File: src/hw/rtl/ultrasonic_obstacle_interlock_macros.svh
// Assertion macros for the ultrasonic obstacle interlock.
// Used by the top level only; empty when SYNTHESIS is defined.
`ifndef ULTRASONIC_OBSTACLE_INTERLOCK_MACROS_SVH
`define ULTRASONIC_OBSTACLE_INTERLOCK_MACROS_SVH
`ifndef SYNTHESIS
`define UOI_ASSERT_NOW(lbl, ante, cons) \
    lbl: assert property (@(posedge aclk) disable iff (!aresetn) (ante) |-> (cons)) \
        else $error("interlock assertion failed");
`define UOI_ASSERT_NEXT(lbl, ante, cons) \
    lbl: assert property (@(posedge aclk) disable iff (!aresetn) (ante) |=> (cons)) \
        else $error("interlock assertion failed");
`else
`define UOI_ASSERT_NOW(lbl, ante, cons)
`define UOI_ASSERT_NEXT(lbl, ante, cons)
`endif
`endif

File: src/hw/rtl/uoi_pkg.sv
// Types and constants for the ultrasonic obstacle interlock.
// No dependencies; used by ultrasonic_obstacle_interlock.
package uoi_pkg;

    localparam int WIDTH_W = 15;
    localparam int DIST_W  = 16;
    localparam int CNT_W   = 4;
    localparam int ADDR_W  = 5;
    localparam int DATA_W  = 32;

    // (w*100+29)/58 == (w*50+14)/29, done as (w*50+14)*ceil(2^26/29) >> 26.
    // Exact for w*50+14 < 2^21.
    localparam int DIV_SHIFT = 26;
    localparam int PROD_W    = 43;
    localparam logic [26:0] DIV_MUL = 27'd115704950;  // 50 * 2314099
    localparam logic [24:0] DIV_ADD = 25'd32397386;   // 14 * 2314099

    localparam logic [2:0] REG_OBSTACLE_BELOW = 3'd0;
    localparam logic [2:0] REG_CLEAR_ABOVE    = 3'd1;
    localparam logic [2:0] REG_TRIGGER_COUNT  = 3'd2;
    localparam logic [2:0] REG_CLEAR_COUNT    = 3'd3;
    localparam logic [2:0] REG_MIN_VALID      = 3'd4;
    localparam logic [2:0] REG_MAX_VALID      = 3'd5;

    localparam logic [DIST_W-1:0] RST_OBSTACLE_BELOW = 16'd2000;
    localparam logic [DIST_W-1:0] RST_CLEAR_ABOVE    = 16'd2500;
    localparam logic [CNT_W-1:0]  RST_TRIGGER_COUNT  = 4'd2;
    localparam logic [CNT_W-1:0]  RST_CLEAR_COUNT    = 4'd3;
    localparam logic [DIST_W-1:0] RST_MIN_VALID      = 16'd300;
    localparam logic [DIST_W-1:0] RST_MAX_VALID      = 16'd30000;

    typedef struct packed {
        logic [CNT_W-1:0]  obstacle_run;
        logic              stop_request;
        logic              blocked;
        logic [DIST_W-1:0] range_hcm;
    } result_word_t;

endpackage

File: src/hw/rtl/ultrasonic_obstacle_interlock.sv
// Ultrasonic obstacle interlock: echo width to distance, validity window,
// debounced hysteresis block/unblock. Depends on uoi_pkg and the macros header.
//
//  channel   dir  handshake            payload
//  s_        in   s_tvalid/s_tready    tdata echo_us, tuser timed_out
//  m_        out  m_tvalid/m_tready    tdata range/flags, tuser range_ok
//  apb       in   psel/penable/pready  six 32-bit registers at 4*i
//
// One word per cycle sustained while m_ is not stalled; an accepted word goes to the
// input register, then through one pass of multiply-by-reciprocal and counter logic
// into the result register, which offers it on m_. A stalled m_ side holds the
// result register and the input register still takes one more word. Synchronous
// active-low reset clears counters, blocked flag, valids and registers to defaults.
`include "ultrasonic_obstacle_interlock_macros.svh"

module ultrasonic_obstacle_interlock #(
    parameter int unsigned MAX_ECHO_US = 30000
) (
    input  logic        aclk,
    input  logic        aresetn,
    input  logic        s_tvalid,
    output logic        s_tready,
    input  logic [15:0] s_tdata,   // [14:0] echo_us, [15] zero fill
    input  logic        s_tuser,   // [0] timed_out
    output logic        m_tvalid,
    input  logic        m_tready,
    output logic [23:0] m_tdata,   // [15:0] range_hcm, [16] blocked,
                                   // [17] stop_request, [21:18] obstacle_run
    output logic        m_tuser,   // [0] range_ok
    input  logic        psel,
    input  logic        penable,
    input  logic        pwrite,
    input  logic [4:0]  paddr,
    input  logic [31:0] pwdata,
    output logic [31:0] prdata,
    output logic        pready
);

    localparam int DW = uoi_pkg::DIST_W;
    localparam int CW = uoi_pkg::CNT_W;

    logic [DW-1:0] obstacle_below_reg;
    logic [DW-1:0] clear_above_reg;
    logic [CW-1:0] trigger_count_reg;
    logic [CW-1:0] clear_count_reg;
    logic [DW-1:0] min_valid_reg;
    logic [DW-1:0] max_valid_reg;

    logic                        a_valid_reg;
    logic [uoi_pkg::WIDTH_W-1:0] a_width_reg;
    logic                        a_tout_reg;

    logic [CW-1:0] obs_cnt_reg, obs_cnt_next;
    logic [CW-1:0] clr_cnt_reg, clr_cnt_next;
    logic          blocked_reg, blocked_next;

    logic                 m_valid_reg;
    uoi_pkg::result_word_t m_word_reg;
    logic                 m_dvalid_reg;

    logic                        adv;
    logic                        cfg_wr;
    logic                        tout;
    logic [uoi_pkg::PROD_W-1:0]  prod;
    logic [DW-1:0]               range_calc;
    logic                        dvalid;
    logic                        stop;

    assign pready = 1'b1;
    assign cfg_wr = psel & penable & pwrite & pready;

    always_ff @(posedge aclk) begin
        if (!aresetn) begin
            obstacle_below_reg <= uoi_pkg::RST_OBSTACLE_BELOW;
            clear_above_reg    <= uoi_pkg::RST_CLEAR_ABOVE;
            trigger_count_reg  <= uoi_pkg::RST_TRIGGER_COUNT;
            clear_count_reg    <= uoi_pkg::RST_CLEAR_COUNT;
            min_valid_reg      <= uoi_pkg::RST_MIN_VALID;
            max_valid_reg      <= uoi_pkg::RST_MAX_VALID;
        end else if (cfg_wr) begin
            case (paddr[4:2])
                uoi_pkg::REG_OBSTACLE_BELOW: obstacle_below_reg <= pwdata[DW-1:0];
                uoi_pkg::REG_CLEAR_ABOVE:    clear_above_reg    <= pwdata[DW-1:0];
                uoi_pkg::REG_TRIGGER_COUNT:  trigger_count_reg  <= pwdata[CW-1:0];
                uoi_pkg::REG_CLEAR_COUNT:    clear_count_reg    <= pwdata[CW-1:0];
                uoi_pkg::REG_MIN_VALID:      min_valid_reg      <= pwdata[DW-1:0];
                uoi_pkg::REG_MAX_VALID:      max_valid_reg      <= pwdata[DW-1:0];
                default: ;
            endcase
        end
    end

    always_comb begin
        case (paddr[4:2])
            uoi_pkg::REG_OBSTACLE_BELOW: prdata = 32'(obstacle_below_reg);
            uoi_pkg::REG_CLEAR_ABOVE:    prdata = 32'(clear_above_reg);
            uoi_pkg::REG_TRIGGER_COUNT:  prdata = 32'(trigger_count_reg);
            uoi_pkg::REG_CLEAR_COUNT:    prdata = 32'(clear_count_reg);
            uoi_pkg::REG_MIN_VALID:      prdata = 32'(min_valid_reg);
            uoi_pkg::REG_MAX_VALID:      prdata = 32'(max_valid_reg);
            default:                     prdata = '0;
        endcase
    end

    // Two-register pipe: input register feeds the result register.
    assign adv      = a_valid_reg & (~m_valid_reg | m_tready);
    assign s_tready = ~a_valid_reg | adv;

    always_ff @(posedge aclk) begin
        if (!aresetn) begin
            a_valid_reg <= 1'b0;
        end else if (s_tready) begin
            a_valid_reg <= s_tvalid;
        end
    end

    always_ff @(posedge aclk) begin
        if (s_tready && s_tvalid) begin
            a_width_reg <= s_tdata[uoi_pkg::WIDTH_W-1:0];
            a_tout_reg  <= s_tuser;
        end
    end

    always_comb begin
        tout = a_tout_reg | ({1'b0, a_width_reg} >= 16'(MAX_ECHO_US));
        prod = uoi_pkg::PROD_W'(a_width_reg) * uoi_pkg::PROD_W'(uoi_pkg::DIV_MUL)
             + uoi_pkg::PROD_W'(uoi_pkg::DIV_ADD);
        range_calc = tout ? '0 : prod[uoi_pkg::DIV_SHIFT +: DW];
        dvalid     = ~tout & (range_calc >= min_valid_reg) & (range_calc <= max_valid_reg);

        obs_cnt_next = obs_cnt_reg;
        clr_cnt_next = clr_cnt_reg;
        blocked_next = blocked_reg;
        stop         = 1'b0;
        if (!dvalid) begin
            obs_cnt_next = '0;
            clr_cnt_next = '0;
        end else if (range_calc < obstacle_below_reg) begin
            clr_cnt_next = '0;
            if (obs_cnt_reg < trigger_count_reg) begin
                obs_cnt_next = obs_cnt_reg + 1'b1;
            end
            if (obs_cnt_next >= trigger_count_reg && !blocked_reg) begin
                blocked_next = 1'b1;
                stop         = 1'b1;
            end
        end else begin
            obs_cnt_next = '0;
            if (range_calc > clear_above_reg) begin
                if (clr_cnt_reg < clear_count_reg) begin
                    clr_cnt_next = clr_cnt_reg + 1'b1;
                end
                if (clr_cnt_next >= clear_count_reg) begin
                    blocked_next = 1'b0;
                end
            end else begin
                clr_cnt_next = '0;
            end
        end
    end

    always_ff @(posedge aclk) begin
        if (!aresetn) begin
            obs_cnt_reg <= '0;
            clr_cnt_reg <= '0;
            blocked_reg <= 1'b0;
            m_valid_reg <= 1'b0;
        end else begin
            if (adv) begin
                obs_cnt_reg <= obs_cnt_next;
                clr_cnt_reg <= clr_cnt_next;
                blocked_reg <= blocked_next;
            end
            if (adv) begin
                m_valid_reg <= 1'b1;
            end else if (m_tready) begin
                m_valid_reg <= 1'b0;
            end
        end
    end

    always_ff @(posedge aclk) begin
        if (adv) begin
            m_word_reg.range_hcm    <= range_calc;
            m_word_reg.blocked      <= blocked_next;
            m_word_reg.stop_request <= stop;
            m_word_reg.obstacle_run <= obs_cnt_next;
            m_dvalid_reg            <= dvalid;
        end
    end

    assign m_tvalid = m_valid_reg;
    assign m_tdata  = 24'(m_word_reg);
    assign m_tuser  = m_dvalid_reg;

    `UOI_ASSERT_NEXT(a_adv_loads, adv, m_tvalid)
    `UOI_ASSERT_NOW(a_block_stops, $rose(blocked_reg), m_tvalid && m_word_reg.stop_request)
    `UOI_ASSERT_NOW(a_invalid_clears, m_tvalid && !m_tuser, m_word_reg.obstacle_run == '0)

endmodule
File: config.mk
export PLATFORM = sky130hd
export DESIGN_NAME = ultrasonic_obstacle_interlock
export DESIGN_NICKNAME = d
export VERILOG_FILES = /design/src/hw/rtl/uoi_pkg.sv /design/src/hw/rtl/ultrasonic_obstacle_interlock.sv
export VERILOG_INCLUDE_DIRS = /design/src /design/src/hw/rtl
export SDC_FILE = /design/constraint.sdc
export NUM_CORES = 1
export LEC_CHECK = 0
export BUFFER_PORTS_ARGS = -buffer_cell sky130_fd_sc_hd__buf_2
export CAP_MARGIN = 5
export CORE_MARGIN = 2
export CORE_UTILIZATION = 67
export CTS_CLUSTER_SIZE = 28
export DETAILED_ROUTE_END_ITERATION = 10
export PLACE_DENSITY = 0.95
export SLEW_MARGIN = 5
export SYNTH_ARGS = -nofsm -noshare
export SYNTH_HDL_FRONTEND = slang
export SYNTH_SLANG_ARGS = --single-unit
File: constraint.sdc
create_clock -name aclk -period 25.4 [get_ports aclk]
set_input_delay 2.54 -clock aclk [delete_from_list [all_inputs] [get_ports aclk]]
set_output_delay 2.54 -clock aclk [all_outputs]
set_load 0.01 [all_outputs]
# After elaboration in Yosys (flattened, before gate mapping)
# Cells that the tools add are included.
# op_classes
n_reduce_logical	12
magnitude_cmp	9
add_sub_neg	3
mul	1
muxes	22
bitwise_logic	11
eq_ne	5
# ops
op	count
$pmux W16 S6	1
$mux W4	12
$add A42 B25 Y42 const B	1
$mul A15 B26 Y41 const B	1
$ge A16 B16 Y1	1
$gt A16 B16 Y1	1
$le A16 B16 Y1	1
$lt A16 B16 Y1	1
$mux W16	1
$ge A15 B15 Y1 const B	1
$reduce_and A2 Y1	7
$add A4 B1 Y4 const B	2
$ge A4 B4 Y1	2
$lt A4 B4 Y1	2
$mux W1	8
$eq A3 B2 Y1 const B	2
$eq A3 B3 Y1 const B	2
$and A1 B1 Y1	5
$eq A3 B1 Y1 const B	1
$logic_not A3 Y1	1
$not A1 Y1	3
$or A1 B1 Y1	3
$logic_and A1 B1 Y1	2
$reduce_bool A2 Y1	1
$logic_not A1 Y1	1
# totals
regBits	122
in_bits	61

# Logic depth before layout (Yosys ltp)
# depth
ltp_word	12
depth_mapped	42
ltp_nobuf	41

# Worst setup path after synthesis
# Ideal clock, no wire load.
# synth_timing
path_kind	flip-flop to flip-flop
startpoint	reg a_width_reg[9] (netlist bit)
endpoint	reg blocked_reg
arrival_ns	8.569
required_ns	25.314
path_slack_ns	16.744
path_stages_with_launch	40
period_less_slack_ns	8.656
cell_sequence	edfxtp_1 inv_1 fa_1 inv_1 ha_1 or2_2 fa_1 inv_1 fa_1 inv_1 fa_1 fa_1 ha_1 buf_2 a21oi_1 o211ai_1 or2_1 o32a_1 [4 not listed] clkbuf_1 nand3b_1 xnor2_1 nor2_1 ha_1 a21oi_1 nor3b_1 o21a_1 o21a_1 o21ai_0 nand2b_1 a21oi_1 inv_1 mux2i_1 a22o_1 a211oi_2 and3_4 a221oi_2
# synth_via
elab_chain_cells	7
# synth_rtl
item	line	rtl
from (decl)	ultrasonic_obstacle_interlock.sv:50	logic [uoi_pkg::WIDTH_W-1:0] a_width_reg;
from (signal assigned)	ultrasonic_obstacle_interlock.sv:119	a_width_reg <= s_tdata[uoi_pkg::WIDTH_W-1:0];
$mul A15 B26 Y41 or $ge A15 B15 Y1 (tied branches)	ultrasonic_obstacle_interlock.sv:126, ultrasonic_obstacle_interlock.sv:125	
$add A42 B25 Y42 or $or A1 B1 Y1 (tied branches)	ultrasonic_obstacle_interlock.sv:127, ultrasonic_obstacle_interlock.sv:125	
$mux W16 (*)	ultrasonic_obstacle_interlock.sv:128	range_calc = tout ? '0 : prod[uoi_pkg::DIV_SHIFT +: DW];
named net range_calc[9]	ultrasonic_obstacle_interlock.sv:65	logic [DW-1:0] range_calc;
$gt A16 B16 Y1 or $ge A16 B16 Y1 (tied branches)	ultrasonic_obstacle_interlock.sv:149, ultrasonic_obstacle_interlock.sv:129	
$mux W1 or $and A1 B1 Y1 (tied branches)	ultrasonic_obstacle_interlock.sv:149, ultrasonic_obstacle_interlock.sv:129	
$mux W1 or $and A1 B1 Y1 (tied branches)	ultrasonic_obstacle_interlock.sv:138, ultrasonic_obstacle_interlock.sv:129	
$mux W1 (*)	ultrasonic_obstacle_interlock.sv:135	if (!dvalid) begin
to (signal assigned)	ultrasonic_obstacle_interlock.sv:172	blocked_reg <= blocked_next;
to (decl)	ultrasonic_obstacle_interlock.sv:55	logic blocked_reg, blocked_next;
# The timed path passes the listed nets; every way through them passes the cells marked *.
# A chain may end at the register's enable or synchronous reset.

# Worst setup path after layout
# Ends and elaborated chain as after synthesis.

==> results.md <==
* Post-synthesis cell type count at 85
* Final routed DRC violation total at 0
* Post-synthesis register bit count at around 120
* MaxCap Viol Count at 0
* Cell area after technology mapping at 14800 um2
* Final-stage net count at 2134
* Total Neg Setup Slack at 0 ps
* Number of instances in the synthesized netlist at 1656
* Final routed wirelength across all metal layers at 42300 um
* Crit-path max cell delay at 630 ps
* Category of the worst setup path capture point: flop
* Share of the clock period used by the worst path after layout at 42.2%
* First-pass GRT wire length at about 69000 um
* CTS clk-pin slew, worst paths at ~70 ps
* Routed len/inst at 21.2 um
* Floorplan Core Area at 21800 um2
* Number of flip-flops in the largest register at 22
* # rows at 54
* P&R area growth vs syn at 7.06%
* Initial antenna violation count at 0
* Min Tclk post-route at 10710 ps
* Number of failing setup endpoints in the final timing report at 0
* Slew of the pin with the lowest slew margin at 1180 ps
* TritonCTS clock tree: yes
* Clock buffer count from CTS at 17
* Cell area after layout at about 16000 um2
* Number of cells upsized or downsized after cts at 0
* Length of routed met3 wiring at approximately 4000 um
* Routability congestion estimate at 0.980
* Share of cells above drive strength 1 at 9.84%
* Type of the worst setup path: flop to flop
* CP Data Required Time at 25760 ps
* Die Width at 153 um
* Height of the die at 153 um
* Yosys Warn Count at 0
* Dominant delay contributor by cell family on the critical path: adder cells
* Buf/Inv on CP at 4
* Worst Path Max Fanout at 11
* Initial core utilization at 68.2%
* Drt first pass iters at 8
* Worst hold-check path type: flop to flop
* H-tree lvl count at 4
* Vias in the first global route at 13439
* Metal2 WL at 19800 um
* Max Fclk at 0.0933 GHz
* Max-slew violation count at 0
* Global-route usage over all layers at 37.1%
* Average instance area after synthesis at 8.96 um2
* DP Wirelength at 31200 um
* Worst Skew at 12.6 ps
* Kind of start point of the critical path: flop
* Count of endpoints failing hold in the final timing report at 0
* Number of nets still failing antenna checks after routing at 0
* Buffer cell driving the clock tree root: clkbuf_16
* Number of inserted diodes at 0
* Highest metal layer with signal wires: met4
* Fraction of synthesis flops using an asynchronous set or reset pin at 0%
* R2r setup slk at 14690 ps
* Worst path setup slack after routing at ~15000 ps
* Source-to-sink clock delay at the later pin of the worst-skew pair at around 450 ps
* DR vias at 12915
* Quantity of I/O buffers inserted on ports at 82
* Total congestion overflow at 0
* Main flop type after synthesis: dfxtp_1
* Proportion of synthesized chip area in sequential cells at between 10% and 20%
* Pin count of the biggest net entering global routing at 55
* Hold buffers post-CTS at 0
* Number of flops mapped to enable cells by yosys at 39
* Vias per Instance at ~6.5
* Detailed-route wire length on metal 1 at 15000 um
* Ports at 121
* Tightest slew margin relative to the limit at a little over a fifth
* Most used cell, CP: fa_1
* Worst hold margin at 474 ps
* Outcome: finished, final reports clean
* Placed Instance Area at approximately 15000 um2
* Placement-stage worst setup slack at 15110 ps
* Data arrival time at the worst-slack endpoint at between 10000 and 15000 ps
* Slowest cell on crit path: edfxtp_1
* Clock Sink Count at 122
* Setup repair after global routing missed its margin: no
* Maximum root-to-sink buffer count at 2
* Detailed Route Iter0 Violations at 1252
* Number of buffers inserted by post-CTS setup repair at 0
* Die Footprint at 23300 um2
-- path summary, 6_finish.rpt --
path	cells past startpoint	start	to
max	36	a_width_reg[9]	blocked_reg
min	2	min_valid_reg[9]	min_valid_reg[9]
max reg2reg	36	a_width_reg[9]	blocked_reg
min reg2reg	2	min_valid_reg[9]	min_valid_reg[9]
-- cell families (layout without fill, tap and decap cells) --
| logic type | count (synthesis) | in the layout | synth area share [%] |
|---|---|---|---|
| and+or+nand+nor | 432 | 432 | 14.2 |
| AOI/OAI and AO/OA | 303 | 303 | 13.7 |
| other | 2 | 19 | 0.0506 |
| buffers and inverters | 345 | 390 | 9.43 |
| muxes | 32 | 32 | 3.29 |
| adders and majority gates | 369 | 369 | 37.0 |
| xor gates and xnor gates | 51 | 51 | 3.11 |
| DFF | 122 | 122 | 19.1 |
-- synthesized netlist by cell type (13+ instances only) --
master / number / share of area, %
xnor2_1: 29 / 1.7
a21oi_1: 92 / 3.1
inv_1: 269 / 6.8
dfxtp_1: 83 / 11
mux4_2: 13 / 2.0
a21boi_0: 20 / 1.0
buf_4: 19 / 0.96
nand2_1: 173 / 4.4
mux2i_1: 15 / 1.0
ha_1: 251 / 21
edfxtp_1: 39 / 7.9
o21ai_0: 27 / 0.91
clkbuf_1: 44 / 1.1
a21o_1: 30 / 1.5
nand3_1: 32 / 1.1
a31oi_1: 13 / 0.55
nand2b_1: 22 / 0.93
xor2_1: 20 / 1.2
nor2b_1: 31 / 1.3
fa_1: 117 / 16
nor2_1: 73 / 1.8
o211ai_1: 31 / 1.6
nand4_1: 24 / 1.0
-- metal layers --
| layer | GRT usage, % | vias to the layer above |
|---|---|---|
| li1 | - | 5686 |
| met1 | 43.2 | 6074 |
| met2 | 61.9 | 864 |
| met3 | 7.62 | 291 |
| met4 | 25.0 | 0 |
| met5 | 0 | - |
-- worst min-delay path, delay by kind of cell (launching register included) --
family             cells  cell delay [ps]
AOI/OAI and AO/OA      1               50
and+or+nand+nor        1               60
DFF                    1              320
-- layout by cell type (no fill, tap or decap), types with 5 or more instances in the layout --
master / n
inv_1: 269
ha_1: 251
nand2_1: 173
fa_1: 117
a21oi_1: 92
dfxtp_1: 83
buf_2: 82
nor2_1: 72
edfxtp_1: 39
nand3_1: 32
nor2b_1: 31
o211ai_1: 31
a21o_1: 30
xnor2_1: 29
o21ai_0: 27
nand4_1: 24
nand2b_1: 22
a21boi_0: 20
xor2_1: 20
conb_1: 19
clkbuf_16: 17
mux2i_1: 15
a31oi_1: 13
mux4_2: 13
or3_1: 10
and2_1: 10
a211oi_1: 10
o21a_1: 9
nor3_1: 9
or2_2: 9
o21ai_1: 8
o21bai_1: 8
o22ai_1: 8
and3_1: 7
o31ai_1: 7
inv_6: 6
buf_4: 6
nand3b_1: 5
-- stage by stage --
step | util [%] | cells
2_1_floorplan | - | 1673
3_3_place_gp | 70.5 | 1966
3_5_place_dp | 70.5 | 1966
4_1_cts | 73.0 | 1998
5_1_grt | 73.0 | 1998
6_report | 73.0 | 1998
-- final cells by class --
class | count | area (um2)
Clock buffer | 18 | 439
Clock inverter | 14 | 111
Fill cell | 1414 | 5880
Inverter | 270 | 1010
Multi-Input combinational cell | 1206 | 10700
Sequential cell | 122 | 2830
Tap cell | 280 | 350
Timing Repair Buffer | 88 | 455
Power is left out: the tool's default activity adds up to more than one toggle a clock period on the data nets, which glitch-free logic cannot reach.
